==> config.mk <==
export PLATFORM = sky130hd
export DESIGN_NAME = ec_host_command_packet_engine
export DESIGN_NICKNAME = d
export VERILOG_FILES = /design/src/rtl/ehc_pkg.sv /design/src/rtl/ehc_ctrl.sv /design/src/rtl/ehc_beat_seq.sv /design/src/rtl/ec_host_command_packet_engine.sv
export SDC_FILE = /design/constraint.sdc
export NUM_CORES = 1
export LEC_CHECK = 0
export BUFFER_PORTS_ARGS = -buffer_cell sky130_fd_sc_hd__buf_4
export CAP_MARGIN = 20
export CORE_MARGIN = 4
export CORE_UTILIZATION = 55
export DETAILED_ROUTE_END_ITERATION = 8
export PLACE_DENSITY = 0.77
export SLEW_MARGIN = 20
export SYNTH_ARGS = -nofsm -noshare
export SYNTH_HDL_FRONTEND = slang
export SYNTH_SLANG_ARGS = --single-unit
==> constraint.sdc <==
create_clock -name aclk -period 5.9 [get_ports aclk]
set_input_delay 1.18 -clock aclk [delete_from_list [all_inputs] [get_ports aclk]]
set_output_delay 1.18 -clock aclk [all_outputs]
set_load 0.02 [all_outputs]
==> src/rtl/ehc_pkg.sv <==
package ehc_pkg;

    // Parameter defaults
    localparam int MaxParamBytesDef    = 248;
    localparam int MaxResponseBytesDef = 248;
    localparam logic [15:0] RetryLimitReset = 16'd10000;

    // I/O map
    localparam logic [11:0] ADDR_DATA   = 12'h200;
    localparam logic [11:0] ADDR_CMD    = 12'h204;
    localparam logic [11:0] ADDR_PACKET = 12'h800;
    localparam logic [11:0] ADDR_PARAM  = 12'h808;
    localparam logic [7:0]  PROTO3_CMD  = 8'hda;
    localparam logic [7:0]  BUSY_MASK   = 8'h06;
    localparam logic [7:0]  REQ_VERSION = 8'h03;
    localparam int          HdrBytes    = 8;

    // input kinds
    localparam logic [1:0] IN_START = 2'd0;
    localparam logic [1:0] IN_PARAM = 2'd1;
    localparam logic [1:0] IN_RDATA = 2'd2;

    // result kinds
    localparam logic [1:0] RK_BUS  = 2'd0;
    localparam logic [1:0] RK_DATA = 2'd1;
    localparam logic [1:0] RK_DONE = 2'd2;

    // completion status
    localparam logic [2:0] ST_OK       = 3'd0;
    localparam logic [2:0] ST_TIMEOUT  = 3'd1;
    localparam logic [2:0] ST_RESULT   = 3'd2;
    localparam logic [2:0] ST_CHECKSUM = 3'd3;
    localparam logic [2:0] ST_TOO_LONG = 3'd4;

    typedef struct packed {
        logic [1:0]  kind;
        logic [15:0] command_code;
        logic [7:0]  cmd_version;
        logic [7:0]  param_count;
        logic [7:0]  data_byte;
    } ehc_in_t;

    typedef struct packed {
        logic [1:0]  result_kind;
        logic        bus_is_write;
        logic [11:0] bus_address;
        logic [7:0]  bus_write_data;
        logic [7:0]  response_byte;
        logic [2:0]  status_code;
        logic [15:0] controller_result;
    } ehc_beat_t;

    // One input's worth of output: optional lead beat, optional request
    // header sequence (8 header writes, command write, first poll), optional
    // tail beat.
    typedef struct packed {
        logic        lead_valid;
        ehc_beat_t   lead;
        logic        hdr_valid;
        logic [15:0] hdr_cmd;
        logic [7:0]  hdr_ver;
        logic [7:0]  hdr_len;
        logic [7:0]  hdr_chk;
        logic        tail_valid;
        ehc_beat_t   tail;
    } ehc_desc_t;

    typedef struct packed {
        logic busy;
        logic done;
    } ehc_seq_stat_t;

endpackage

==> src/rtl/ehc_ctrl.sv <==
module ehc_ctrl import ehc_pkg::*; #(
    parameter int MAX_PARAM_BYTES    = MaxParamBytesDef,
    parameter int MAX_RESPONSE_BYTES = MaxResponseBytesDef
) (
    input  logic        aclk,
    input  logic        aresetn,
    input  logic        proc_fire,
    input  ehc_in_t     item,
    input  logic [15:0] retry_limit,
    output ehc_desc_t   desc
);

    localparam logic [2:0] PH_IDLE   = 3'd0;
    localparam logic [2:0] PH_PARAMS = 3'd1;
    localparam logic [2:0] PH_POLL   = 3'd2;
    localparam logic [2:0] PH_RESULT = 3'd3;
    localparam logic [2:0] PH_HEADER = 3'd4;
    localparam logic [2:0] PH_DATA   = 3'd5;

    localparam logic [7:0]  MaxParam = 8'(MAX_PARAM_BYTES);
    localparam logic [15:0] MaxResp  = 16'(MAX_RESPONSE_BYTES);

    logic [2:0]  phase_reg,            phase_next;
    logic [7:0]  param_index_reg,      param_index_next;
    logic [7:0]  param_total_reg,      param_total_next;
    logic [7:0]  running_sum_reg,      running_sum_next;
    logic [15:0] saved_command_reg,    saved_command_next;
    logic [7:0]  saved_version_reg,    saved_version_next;
    logic [15:0] polls_left_reg,       polls_left_next;
    logic [7:0]  reply_index_reg,      reply_index_next;
    logic [15:0] reply_result_reg,     reply_result_next;
    logic [15:0] reply_length_reg,     reply_length_next;
    logic [7:0]  pending_low_byte_reg, pending_low_byte_next;

    function automatic ehc_beat_t bus_beat(input logic wr, input logic [11:0] addr,
                                           input logic [7:0] wdata);
        ehc_beat_t b;
        b = '0;
        b.result_kind    = RK_BUS;
        b.bus_is_write   = wr;
        b.bus_address    = addr;
        b.bus_write_data = wdata;
        return b;
    endfunction

    function automatic ehc_beat_t done_beat(input logic [2:0] st, input logic [15:0] cres);
        ehc_beat_t b;
        b = '0;
        b.result_kind       = RK_DONE;
        b.status_code       = st;
        b.controller_result = cres;
        return b;
    endfunction

    logic [7:0]  clipped_cnt;
    logic [7:0]  hdr_sum_base;
    logic [7:0]  hdr_sum;
    logic [15:0] hdr_cmd;
    logic [7:0]  hdr_ver;
    logic [7:0]  hdr_len;
    logic        start_hdr;
    logic [7:0]  b;
    logic [7:0]  sum_b;
    logic [7:0]  idx_inc;
    logic [7:0]  ridx_inc;
    logic [15:0] poll_load;

    assign b         = item.data_byte;
    assign sum_b     = running_sum_reg + b;
    assign idx_inc   = param_index_reg + 8'd1;
    assign ridx_inc  = reply_index_reg + 8'd1;
    assign poll_load = (retry_limit == 16'd0) ? 16'd1 : retry_limit;
    assign clipped_cnt = (item.param_count > MaxParam) ? MaxParam : item.param_count;

    // Header contents come straight from the item on a zero-length start.
    assign hdr_cmd      = (item.kind == IN_START) ? item.command_code : saved_command_reg;
    assign hdr_ver      = (item.kind == IN_START) ? item.cmd_version : saved_version_reg;
    assign hdr_len      = (item.kind == IN_START) ? 8'd0 : param_total_reg;
    assign hdr_sum_base = (item.kind == IN_START) ? 8'd0 : sum_b;
    assign hdr_sum      = hdr_sum_base + REQ_VERSION + hdr_cmd[7:0] + hdr_cmd[15:8]
                        + hdr_ver + hdr_len;

    always_comb begin
        phase_next            = phase_reg;
        param_index_next      = param_index_reg;
        param_total_next      = param_total_reg;
        running_sum_next      = running_sum_reg;
        saved_command_next    = saved_command_reg;
        saved_version_next    = saved_version_reg;
        polls_left_next       = polls_left_reg;
        reply_index_next      = reply_index_reg;
        reply_result_next     = reply_result_reg;
        reply_length_next     = reply_length_reg;
        pending_low_byte_next = pending_low_byte_reg;
        start_hdr             = 1'b0;
        desc                  = '0;

        unique case (item.kind)
            IN_START: begin
                saved_command_next = item.command_code;
                saved_version_next = item.cmd_version;
                param_total_next   = clipped_cnt;
                param_index_next   = 8'd0;
                running_sum_next   = 8'd0;
                if (clipped_cnt == 8'd0) begin
                    start_hdr = 1'b1;
                end else begin
                    phase_next = PH_PARAMS;
                end
            end
            IN_PARAM: begin
                if (phase_reg == PH_PARAMS) begin
                    desc.lead_valid  = 1'b1;
                    desc.lead        = bus_beat(1'b1, ADDR_PARAM + {4'd0, param_index_reg}, b);
                    running_sum_next = sum_b;
                    param_index_next = idx_inc;
                    if (idx_inc >= param_total_reg) begin
                        start_hdr = 1'b1;
                    end
                end
            end
            IN_RDATA: begin
                unique case (phase_reg)
                    PH_POLL: begin
                        desc.lead_valid = 1'b1;
                        if ((b & BUSY_MASK) == 8'd0) begin
                            phase_next = PH_RESULT;
                            desc.lead  = bus_beat(1'b0, ADDR_DATA, 8'd0);
                        end else if (polls_left_reg <= 16'd1) begin
                            polls_left_next = 16'd0;
                            phase_next      = PH_IDLE;
                            desc.lead       = done_beat(ST_TIMEOUT, 16'd0);
                        end else begin
                            polls_left_next = polls_left_reg - 16'd1;
                            desc.lead       = bus_beat(1'b0, ADDR_CMD, 8'd0);
                        end
                    end
                    PH_RESULT: begin
                        desc.lead_valid = 1'b1;
                        if (b != 8'd0) begin
                            phase_next = PH_IDLE;
                            desc.lead  = done_beat(ST_RESULT, {8'd0, b});
                        end else begin
                            phase_next       = PH_HEADER;
                            reply_index_next = 8'd0;
                            running_sum_next = 8'd0;
                            desc.lead        = bus_beat(1'b0, ADDR_PACKET, 8'd0);
                        end
                    end
                    PH_HEADER: begin
                        desc.lead_valid  = 1'b1;
                        running_sum_next = sum_b;
                        reply_index_next = ridx_inc;
                        if (reply_index_reg == 8'd2 || reply_index_reg == 8'd4) begin
                            pending_low_byte_next = b;
                        end else if (reply_index_reg == 8'd3) begin
                            reply_result_next = {b, pending_low_byte_reg};
                        end else if (reply_index_reg == 8'd5) begin
                            reply_length_next = {b, pending_low_byte_reg};
                        end
                        if (ridx_inc < 8'(HdrBytes)) begin
                            desc.lead = bus_beat(1'b0, ADDR_PACKET + {4'd0, ridx_inc}, 8'd0);
                        end else if (reply_length_next > MaxResp) begin
                            phase_next = PH_IDLE;
                            desc.lead  = done_beat(ST_TOO_LONG, reply_result_next);
                        end else begin
                            reply_index_next = 8'd0;
                            if (reply_length_next == 16'd0) begin
                                phase_next = PH_IDLE;
                                desc.lead  = done_beat((sum_b == 8'd0) ? ST_OK : ST_CHECKSUM,
                                                       reply_result_next);
                            end else begin
                                phase_next = PH_DATA;
                                desc.lead  = bus_beat(1'b0, ADDR_PARAM, 8'd0);
                            end
                        end
                    end
                    PH_DATA: begin
                        desc.lead_valid         = 1'b1;
                        desc.lead               = '0;
                        desc.lead.result_kind   = RK_DATA;
                        desc.lead.response_byte = b;
                        desc.tail_valid         = 1'b1;
                        running_sum_next        = sum_b;
                        reply_index_next        = ridx_inc;
                        if ({8'd0, ridx_inc} >= reply_length_reg) begin
                            phase_next = PH_IDLE;
                            desc.tail  = done_beat((sum_b == 8'd0) ? ST_OK : ST_CHECKSUM,
                                                   reply_result_reg);
                        end else begin
                            desc.tail = bus_beat(1'b0, ADDR_PARAM + {4'd0, ridx_inc}, 8'd0);
                        end
                    end
                    default: begin
                    end
                endcase
            end
            default: begin
            end
        endcase

        if (start_hdr) begin
            desc.hdr_valid  = 1'b1;
            desc.hdr_cmd    = hdr_cmd;
            desc.hdr_ver    = hdr_ver;
            desc.hdr_len    = hdr_len;
            desc.hdr_chk    = 8'd0 - hdr_sum;
            polls_left_next = poll_load;
            phase_next      = PH_POLL;
        end
    end

    always_ff @(posedge aclk) begin
        if (!aresetn) begin
            phase_reg            <= PH_IDLE;
            param_index_reg      <= '0;
            param_total_reg      <= '0;
            running_sum_reg      <= '0;
            saved_command_reg    <= '0;
            saved_version_reg    <= '0;
            polls_left_reg       <= '0;
            reply_index_reg      <= '0;
            reply_result_reg     <= '0;
            reply_length_reg     <= '0;
            pending_low_byte_reg <= '0;
        end else if (proc_fire) begin
            phase_reg            <= phase_next;
            param_index_reg      <= param_index_next;
            param_total_reg      <= param_total_next;
            running_sum_reg      <= running_sum_next;
            saved_command_reg    <= saved_command_next;
            saved_version_reg    <= saved_version_next;
            polls_left_reg       <= polls_left_next;
            reply_index_reg      <= reply_index_next;
            reply_result_reg     <= reply_result_next;
            reply_length_reg     <= reply_length_next;
            pending_low_byte_reg <= pending_low_byte_next;
        end
    end

    // polling always has at least one poll in hand
    a_poll_budget: assert property (@(posedge aclk) disable iff (!aresetn)
        phase_reg == PH_POLL |-> polls_left_reg != 16'd0)
        else $error("poll phase with no polls left");

    a_param_bound: assert property (@(posedge aclk) disable iff (!aresetn)
        phase_reg == PH_PARAMS |-> param_index_reg < param_total_reg)
        else $error("parameter index past count");

    a_hdr_bound: assert property (@(posedge aclk) disable iff (!aresetn)
        phase_reg == PH_HEADER |-> reply_index_reg < 8'(HdrBytes))
        else $error("response header index out of range");

endmodule

==> src/rtl/ehc_beat_seq.sv <==
module ehc_beat_seq import ehc_pkg::*; (
    input  logic          aclk,
    input  logic          aresetn,
    input  logic          load,
    input  ehc_desc_t     desc,
    output ehc_seq_stat_t stat,
    output logic          m_tvalid,
    input  logic          m_tready,
    output ehc_beat_t     beat,
    output logic          m_tlast
);

    // position codes: lead beat, header steps, tail beat
    localparam logic [3:0] POS_LEAD     = 4'd0;
    localparam logic [3:0] POS_HDR0     = 4'd1;
    localparam logic [3:0] POS_HDR_LAST = 4'd10;
    localparam logic [3:0] POS_TAIL     = 4'd11;

    ehc_desc_t  desc_reg;
    logic       busy_reg, busy_next;
    logic [3:0] pos_reg,  pos_next;
    logic [3:0] hstep;
    logic [3:0] load_pos;
    logic       take;

    always_comb begin
        hstep = pos_reg - POS_HDR0;
        beat  = '0;
        if (pos_reg == POS_LEAD) begin
            beat = desc_reg.lead;
        end else if (pos_reg == POS_TAIL) begin
            beat = desc_reg.tail;
        end else begin
            beat.result_kind  = RK_BUS;
            beat.bus_is_write = 1'b1;
            if (hstep < 4'(HdrBytes)) begin
                beat.bus_address = ADDR_PACKET + {8'd0, hstep};
                unique case (hstep[2:0])
                    3'd0:    beat.bus_write_data = REQ_VERSION;
                    3'd1:    beat.bus_write_data = desc_reg.hdr_chk;
                    3'd2:    beat.bus_write_data = desc_reg.hdr_cmd[7:0];
                    3'd3:    beat.bus_write_data = desc_reg.hdr_cmd[15:8];
                    3'd4:    beat.bus_write_data = desc_reg.hdr_ver;
                    3'd6:    beat.bus_write_data = desc_reg.hdr_len;
                    default: beat.bus_write_data = 8'd0;
                endcase
            end else if (hstep == 4'(HdrBytes)) begin
                beat.bus_address    = ADDR_CMD;
                beat.bus_write_data = PROTO3_CMD;
            end else begin
                beat.bus_is_write = 1'b0;
                beat.bus_address  = ADDR_CMD;
            end
        end
    end

    always_comb begin
        priority if (pos_reg == POS_LEAD) begin
            m_tlast = !desc_reg.hdr_valid && !desc_reg.tail_valid;
        end else if (pos_reg == POS_TAIL) begin
            m_tlast = 1'b1;
        end else begin
            m_tlast = (pos_reg == POS_HDR_LAST) && !desc_reg.tail_valid;
        end
    end

    assign m_tvalid  = busy_reg;
    assign take      = busy_reg && m_tready;
    assign stat.busy = busy_reg;
    assign stat.done = take && m_tlast;

    assign load_pos = desc.lead_valid ? POS_LEAD : (desc.hdr_valid ? POS_HDR0 : POS_TAIL);

    always_comb begin
        busy_next = busy_reg;
        pos_next  = pos_reg;
        if (take) begin
            if (m_tlast) begin
                busy_next = 1'b0;
            end else if (pos_reg == POS_LEAD) begin
                pos_next = desc_reg.hdr_valid ? POS_HDR0 : POS_TAIL;
            end else if (pos_reg == POS_HDR_LAST) begin
                pos_next = POS_TAIL;
            end else begin
                pos_next = pos_reg + 4'd1;
            end
        end
        if (load && (desc.lead_valid || desc.hdr_valid || desc.tail_valid)) begin
            busy_next = 1'b1;
            pos_next  = load_pos;
        end
    end

    always_ff @(posedge aclk) begin
        if (!aresetn) begin
            busy_reg <= 1'b0;
            pos_reg  <= POS_LEAD;
        end else begin
            busy_reg <= busy_next;
            pos_reg  <= pos_next;
        end
    end

    always_ff @(posedge aclk) begin
        if (load) begin
            desc_reg <= desc;
        end
    end

    a_no_overrun: assert property (@(posedge aclk) disable iff (!aresetn)
        load |-> !busy_reg || stat.done)
        else $error("burst loaded over an unfinished one");

    a_tail_pos: assert property (@(posedge aclk) disable iff (!aresetn)
        busy_reg && pos_reg == POS_TAIL |-> desc_reg.tail_valid)
        else $error("tail position without tail beat");

    a_pos_range: assert property (@(posedge aclk) disable iff (!aresetn)
        busy_reg |-> pos_reg <= POS_TAIL)
        else $error("beat position out of range");

    a_hold: assert property (@(posedge aclk) disable iff (!aresetn)
        busy_reg && !m_tready |=> $stable(pos_reg) && busy_reg)
        else $error("burst advanced while stalled");

endmodule

==> src/rtl/ec_host_command_packet_engine.sv <==
// Host-command packet engine (protocol v3). Input beats on s_: a start beat
// (tuser 0) with command, version and parameter count, then that many
// parameter beats (tuser 1), then each bus read reply (tuser 2) as the bus
// delivers it. Each input beat yields 0 to 11 output beats on m_: bus access
// requests (tuser 0), response payload bytes (tuser 1) and one completion
// (tuser 2) with a status code; tlast marks the final beat produced by one
// input beat. The engine accepts one input beat per cycle as long as the
// output side keeps up; a beat with a multi-beat burst holds the input until
// the single output burst register has sent it all (the last parameter byte
// also triggers the 8-byte header, command write and first status poll).
// Accepted beats pass the input register, then the burst register. The user
// must write poll_retry_limit through cfg_wr_en / cfg_wr_data only while the
// engine is quiet, not enforced by the block; zero behaves as one.
module ec_host_command_packet_engine import ehc_pkg::*; #(
    parameter int MAX_PARAM_BYTES    = MaxParamBytesDef,
    parameter int MAX_RESPONSE_BYTES = MaxResponseBytesDef
) (
    input  logic        aclk,
    input  logic        aresetn,

    // config: poll_retry_limit
    input  logic        cfg_wr_en,
    input  logic [15:0] cfg_wr_data,

    input  logic        s_tvalid,
    output logic        s_tready,
    input  logic [39:0] s_tdata,   // command_code[15:0], cmd_version[23:16],
                                   // param_count[31:24], data_byte[39:32]
    input  logic [1:0]  s_tuser,   // kind

    output logic        m_tvalid,
    input  logic        m_tready,
    output logic [47:0] m_tdata,   // bus_is_write[0], bus_address[12:1],
                                   // bus_write_data[20:13], response_byte[28:21],
                                   // status_code[31:29], controller_result[47:32]
    output logic [1:0]  m_tuser,   // result_kind
    output logic        m_tlast    // last_of_run
);

    // input register
    logic          in_valid_reg;
    ehc_in_t       in_reg;
    logic          proc_fire;

    logic [15:0]   retry_limit_reg;

    ehc_desc_t     desc;
    ehc_seq_stat_t seq_stat;
    ehc_beat_t     beat;

    // An item is processed once the burst register is free or emptying now.
    assign proc_fire = in_valid_reg && (!seq_stat.busy || seq_stat.done);
    assign s_tready  = !in_valid_reg || proc_fire;

    always_ff @(posedge aclk) begin
        if (!aresetn) begin
            in_valid_reg <= 1'b0;
        end else if (s_tready) begin
            in_valid_reg <= s_tvalid;
        end
    end

    always_ff @(posedge aclk) begin
        if (s_tvalid && s_tready) begin
            in_reg.kind         <= s_tuser;
            in_reg.command_code <= s_tdata[15:0];
            in_reg.cmd_version  <= s_tdata[23:16];
            in_reg.param_count  <= s_tdata[31:24];
            in_reg.data_byte    <= s_tdata[39:32];
        end
    end

    always_ff @(posedge aclk) begin
        if (!aresetn) begin
            retry_limit_reg <= RetryLimitReset;
        end else if (cfg_wr_en) begin
            retry_limit_reg <= cfg_wr_data;
        end
    end

    // protocol state and burst planning
    ehc_ctrl #(
        .MAX_PARAM_BYTES    (MAX_PARAM_BYTES),
        .MAX_RESPONSE_BYTES (MAX_RESPONSE_BYTES)
    ) u_ctrl (
        .aclk        (aclk),
        .aresetn     (aresetn),
        .proc_fire   (proc_fire),
        .item        (in_reg),
        .retry_limit (retry_limit_reg),
        .desc        (desc)
    );

    // burst register, one output beat per cycle while m_tready is high
    ehc_beat_seq u_seq (
        .aclk     (aclk),
        .aresetn  (aresetn),
        .load     (proc_fire),
        .desc     (desc),
        .stat     (seq_stat),
        .m_tvalid (m_tvalid),
        .m_tready (m_tready),
        .beat     (beat),
        .m_tlast  (m_tlast)
    );

    assign m_tuser = beat.result_kind;
    assign m_tdata = {beat.controller_result, beat.status_code, beat.response_byte,
                      beat.bus_write_data, beat.bus_address, beat.bus_is_write};

endmodule
# [Word-level counts from Yosys, hierarchy flattened]
# Index checks and enable logic that the tools add are counted.
[totals] wordCells=219 in_bits=63 out_inout_bits=53 regBits=321
[op_classes] n_mux=77 eq_ne=30 n_bitwise=2 n_reduce_logical=47 n_lt_le_gt_ge=7 addsub=16
[ops] cell="$mux W50" n=8
[ops] cell="$mux W16" n=14
[ops] cell="$pmux W51 S4" n=1
[ops] cell="$mux W51" n=3
[ops] cell="$pmux W51 S2" n=1
[ops] cell="$mux W8" n=10
[ops] cell="$pmux W8 S3" n=2
[ops] cell="$pmux W8 S6" n=1
[ops] cell="$mux W41" n=1
[ops] cell="$add A8 B8 Y8" n=5
[ops] cell="$add A12 B8 Y12 const A" n=3
[ops] cell="$logic_not A16 Y1" n=2
[ops] cell="$mux W4" n=8
[ops] cell="$pmux W8 S2" n=2
[ops] cell="$mux W27" n=1
[ops] cell="$mux W3" n=9
[ops] cell="$logic_not A8 Y1" n=3
[ops] cell="$mux W23" n=1
[ops] cell="$mux W20" n=1
[ops] cell="$add A8 B1 Y8 const B" n=2
[ops] cell="$eq A8 B2 Y1 const B" n=2
[ops] cell="$eq A8 B3 Y1 const B" n=2
[ops] cell="$ge A8 B16 Y1" n=1
[ops] cell="$gt A16 B8 Y1 const B" n=1
[ops] cell="other kinds (47)" n=95

# [Depth between registers and ports, before layout]
[depth] ltp_word=17 depth_mapped=21 ltp_nobuf=19

# [Hierarchy]
# Synthesis repeated with hierarchy kept, for this count alone.
[hier_totals] cells_unflattened=1563 hier_area_um2=16248.1
[by_module_without_submodules] module="ehc_ctrl" seq_area_each_um2=2302.2 n_inst=1 cells_each=1117 area_each_um2=8647.0
[by_module_without_submodules] module="ehc_beat_seq" seq_area_each_um2=4364.2 n_inst=1 cells_each=346 area_each_um2=5680.4
[by_module_without_submodules] module="ec_host_command_packet_engine" seq_area_each_um2=1601.5 n_inst=1 cells_each=100 area_each_um2=1920.6

# [Worst setup path before layout]
# OpenSTA, ideal clock, no wires.
[synth_path] path_kind="input port to flip-flop" from="in m_tready" to="reg u_seq.desc_reg[0] in the netlist's numbering, enable pin" t_required_ps=5371 arrival_ps=5317 cell_stages=5 setup_ps=529 path_slack_ps=53 path_cell_list="and4_1 > nor3_4 > inv_2 > clkbuf_1 > buf_1"
[synth_between] elab_chain_len=4
[synth_lines] item="start, declared" line="ec_host_command_packet_engine.sv:32" source="input logic m_tready,"
[synth_lines] item="$logic_and A1 B1 Y1" line="ehc_beat_seq.sv:68" source="assign take = busy_reg && m_tready;"
[synth_lines] item="$logic_and A1 B1 Y1" line="ehc_beat_seq.sv:70" source="assign stat.done = take && m_tlast;"
[synth_lines] item="$logic_or A1 B1 Y1" line="ec_host_command_packet_engine.sv:52" source="assign proc_fire = in_valid_reg && (!seq_stat.busy || seq_stat.done);"
[synth_lines] item="$logic_and A1 B1 Y1" line="ec_host_command_packet_engine.sv:52"
[synth_lines] item="named net proc_fire" line="ec_host_command_packet_engine.sv:43" source="logic proc_fire;"
[synth_lines] item="end signal, assigned" line="ehc_beat_seq.sv:106" source="desc_reg <= desc;"
[synth_lines] item="end, declared" line="ehc_beat_seq.sv:19" source="ehc_desc_t desc_reg;"
# The timed path passes the listed nets, and every way through them passes these cells.
# A chain may end at the register's enable or synchronous reset.

# [Worst setup path in the final report]
[layout_path] from="reg in_reg[41] in the netlist's numbering" to="reg u_seq.desc_reg[58] in the netlist's numbering, data pin"
[layout_between] elab_chain_len=8 word_cells_on_any_way=13
[layout_lines] item="start, declared" line="ec_host_command_packet_engine.sv:42" source="ehc_in_t in_reg;"
[layout_lines] item="$logic_not A2 Y1"
[layout_lines] item="$mux W8" line="ehc_ctrl.sv:79" source="assign hdr_sum_base = (item.kind == IN_START) ? 8'd0 : sum_b;"
[layout_lines] item="$add A8 B2 Y8" line="ehc_ctrl.sv:80" source="assign hdr_sum = hdr_sum_base + REQ_VERSION + hdr_cmd[7:0] + hdr_cmd[15:8]"
[layout_lines] item="$add A8 B8 Y8 (2 in series)" line="ehc_ctrl.sv:80"
[layout_lines] item="$add A8 B8 Y8 (2 in series)" line="ehc_ctrl.sv:81" source="+ hdr_ver + hdr_len;"
[layout_lines] item="$sub A1 B8 Y8" line="ehc_ctrl.sv:207" source="desc.hdr_chk = 8'd0 - hdr_sum;"
# Several ways; a longest one is shown, not always the timed one.

==> results.sh <==
export IMPL_cp_slowest_stage_delay_ns=0.67
export IMPL_startpoint_type="flip-flop"
export IMPL_synth_nets=1607
export IMPL_worst_path_stages=17
export IMPL_area_growth_synth_to_final_pct=13.9
export IMPL_antenna_left=0
export IMPL_final_fill_count=2193
export IMPL_yosys_top_cells_count="nor2_1, edfxtp_1, dfxtp_1"
export IMPL_ys_warn_count=0
export IMPL_die_w_um=175
export IMPL_synthCells=1471
export IMPL_max_slew_margin_rel_pct=33.2
export IMPL_die_area_mm2=0.0308
export IMPL_yosysMostFrequentCell="nor2_1"
export IMPL_maxSlewViolCount=0
export IMPL_io_pins=116
export IMPL_r2r_slack_ns=0.64
export IMPL_cp_cell_sequence="inv_1 -> ha_2 -> mux2i_1 -> fa_1 -> fa_1 -> inv_1 -> fa_1 -> inv_1 -> ha_1 -> inv_1 -> fa_1 -> nor2b_1 -> o31ai_1 -> a21oi_1 -> xnor3_1 -> a211oi_1 -> nand2b_1"
export IMPL_cts_tree="done"
export IMPL_yosysUniqueCellTypes=89
export IMPL_reg2reg_from="in_reg[41]$_DFFE_PP_"
export IMPL_irDropWorstVdd_v=0.000232
export IMPL_tns_ns=0
export IMPL_start_util_pct=55.6
export IMPL_hp_class="reg2reg"
export IMPL_globalRouteOverflowTotal=0
export IMPL_htree_levels=1
export IMPL_setup_viol=0
export IMPL_dp_hpwl_mm=26.4
export IMPL_p_leak_uw=0.00678
export IMPL_setup_ws_ns=0.640
export IMPL_drt_iter0_markers=1027
export IMPL_dp_slack_ns=0.734
export IMPL_core_area_mm2=0.0277
export IMPL_synth_seq_cells=298
export IMPL_postCtsHoldBufs=0
export IMPL_finalCriticalPeriod_ns=5.26
export IMPL_vias=11700
export IMPL_synth_seq_area_share_pct=49.1
export IMPL_r2r_end="u_seq.desc_reg[58]$_SDFFCE_PP0P_"
export IMPL_critPathBufInv=4
export IMPL_drive_gt1_share_pct=13.8
export IMPL_nNetsFinal=1690
export IMPL_place_congestion=0.888
export IMPL_netlist_area_leader_share_pct=31.4
export IMPL_antenna_found_initial=0
export IMPL_synth_area_per_cell_um2=10.5
export IMPL_fmax_mhz=190
export IMPL_cts_root_buf="clkbuf_16"
export IMPL_post_cts_buffers=0
export IMPL_critPathSlowestCell="ha_2"
export IMPL_grt_pass1_wl_mm=60.5
export IMPL_startpoint="in_reg[41]$_DFFE_PP_"
export IMPL_die_y_um=175
export IMPL_synth_area_leader_cell="edfxtp_1"
export IMPL_antenna_cells=0
export IMPL_synthArstFlopShare_pct=0
export IMPL_rr_worst_depth=17
export IMPL_ctsResizeCount=0
export IMPL_wl_mm=38.2
export IMPL_io_buffers=114
export IMPL_required_ns=6.31
export IMPL_via_per_inst=5.98
export IMPL_drc=0
export IMPL_clock_skew_ns=0.0222
export IMPL_tightest_slew_ns=1.00
export IMPL_cts_buffers_inserted=31
export IMPL_crit_end="u_seq.desc_reg[58]$_SDFFCE_PP0P_"
export IMPL_syn_area_mm2=0.0154
export IMPL_status="complete, no violations"
export IMPL_clock_latency_ns=0.56
export IMPL_arrival_ns=5.67
export IMPL_worstPathMaxFanout=22
export IMPL_cts_sinks=298
export IMPL_wire_per_inst_um=19.5
export IMPL_clkTransAtPathRegs_ns=0.07
export IMPL_grt_usage_pct=24.1
export IMPL_synth_edf_count=161
export IMPL_synth_main_ff_cell="edfxtp_1"
export IMPL_fin_crit_sh_pct=89.2
export IMPL_hold_violations=0
export IMPL_yosys_top_cells_area="edfxtp_1, dfxtp_1, mux2i_1, nor2_1, ha_1"
export IMPL_critPathKind="reg2reg"
export IMPL_endpoint_kind="flip-flop"
export IMPL_core_rowCount=61
export IMPL_largest_register_ff_count=119
export IMPL_grt_max_degree=96
export IMPL_powerDensity_mw_per_mm2=274
export IMPL_maxCapViolations=0
export IMPL_cts_max_path_buffers=3
export IMPL_cp_top_family="adder cells"
export IMPL_drt_first_pass_iters=5
export IMPL_rsz0062_at_grt="no"
export IMPL_first_global_vias=11200
==> logic make-up after synthesis <==
family                   after synthesis  synth area share (%)
AO/OA/AOI/OAI                        279                  12.7
XOR/XNOR                              40                  2.45
adder cells (fa/ha/maj)               73                  7.00
buffers and inverters                142                  3.77
flip-flops                           298                  49.1
multiplexers                         119                  7.79
other                                  1                0.0243
AND/OR/NAND/NOR                      519                  17.1
==> final cells by class <==
type                       count  area [um2]  share of cell area [%]
clock buffer                  37         798                    4.55
multi-input combinational   1031        7290                    41.5
clock inverter                20         205                    1.17
tap                          378         473                    2.69
timing repair buffer         128         961                    5.47
sequential                   298        7580                    43.2
inverter                      64         246                    1.40
==> cell usage in the layout, fill, tap and decap left out, types with 23 or more instances in the layout <==
| cell | count |
|---|---|
| mux2i_1 | 111 |
| nand2_1 | 100 |
| o21ai_0 | 51 |
| edfxtp_1 | 161 |
| and2_1 | 48 |
| xor2_1 | 23 |
| nor2_1 | 183 |
| clkbuf_16 | 31 |
| nand3_1 | 32 |
| nor3_1 | 31 |
| ha_1 | 50 |
| a21oi_1 | 59 |
| buf_4 | 128 |
| dfxtp_1 | 137 |
| a22o_1 | 30 |
| inv_1 | 60 |
| a211oi_1 | 30 |
==> metal layers <==
metal / global-route usage (%) / part of all wire (%) / vias up
met1: 35.2 / 44 / 5587
met2: 38.1 / 45 / 529
met3: 4.39 / 8.3 / 62
li1: - / - / 5524
met5: 0 / 0 / -
met4: 5.39 / 2.0 / 0
==> worst min path at each step <==
| stage | start | end | slack [ns] | cells after the start |
|---|---|---|---|---|
| floorplan | u_ctrl.param_total_reg[2]$_SDFFE_PN0P_ | u_ctrl.param_total_reg[2]$_SDFFE_PN0P_ | 0.43 | 2 |
| global placement | u_ctrl.param_total_reg[2]$_SDFFE_PN0P_ | u_ctrl.param_total_reg[2]$_SDFFE_PN0P_ | 0.44 | 2 |
| detailed placement | u_ctrl.param_total_reg[2]$_SDFFE_PN0P_ | u_ctrl.param_total_reg[2]$_SDFFE_PN0P_ | 0.45 | 2 |
| CTS | u_ctrl.param_total_reg[2]$_SDFFE_PN0P_ | u_ctrl.param_total_reg[2]$_SDFFE_PN0P_ | 0.46 | 2 |
| global route | u_ctrl.running_sum_reg[0]$_SDFFE_PN0P_ | u_ctrl.running_sum_reg[0]$_SDFFE_PN0P_ | 0.49 | 2 |
| finish | u_ctrl.param_total_reg[2]$_SDFFE_PN0P_ | u_ctrl.param_total_reg[2]$_SDFFE_PN0P_ | 0.46 | 2 |
==> through the flow <==
step	power [uW]	hold WS [ns]	utilization, %	std cells	area (um2)
final	4820	0.455	63.4	1956	17600
after CTS	4840	0.456	63.4	1956	17600
after detailed placement	2940	0.446	59.7	1899	16500
after floorplan	2770	0.432	-	1471	15400
after global placement	2910	0.443	59.7	1899	16500
after global routing	5020	0.486	63.4	1956	17600
==> worst register-to-register path, cell delays in order (launching register included) <==
cell and delay, ns:
edfxtp_1 0.45, inv_1 0.14, ha_2 0.67, mux2i_1 0.48, fa_1 0.53, fa_1 0.40, inv_1 0.09, fa_1 0.42
inv_1 0.07, ha_1 0.16, inv_1 0.05, fa_1 0.38, nor2b_1 0.23, o31ai_1 0.12, a21oi_1 0.15, xnor3_1 0.43
a211oi_1 0.19, nand2b_1 0.15
==> where the power goes <==
| part | switching [uW] | internal [uW] | leakage, uW |
|---|---|---|---|
| clock | 843 | 1080 | 0.000478 |
| combinational | 331 | 255 | 0.00362 |
| sequential | 50.9 | 2260 | 0.00269 |
Note: power is estimated with default switching activity, not from simulation.
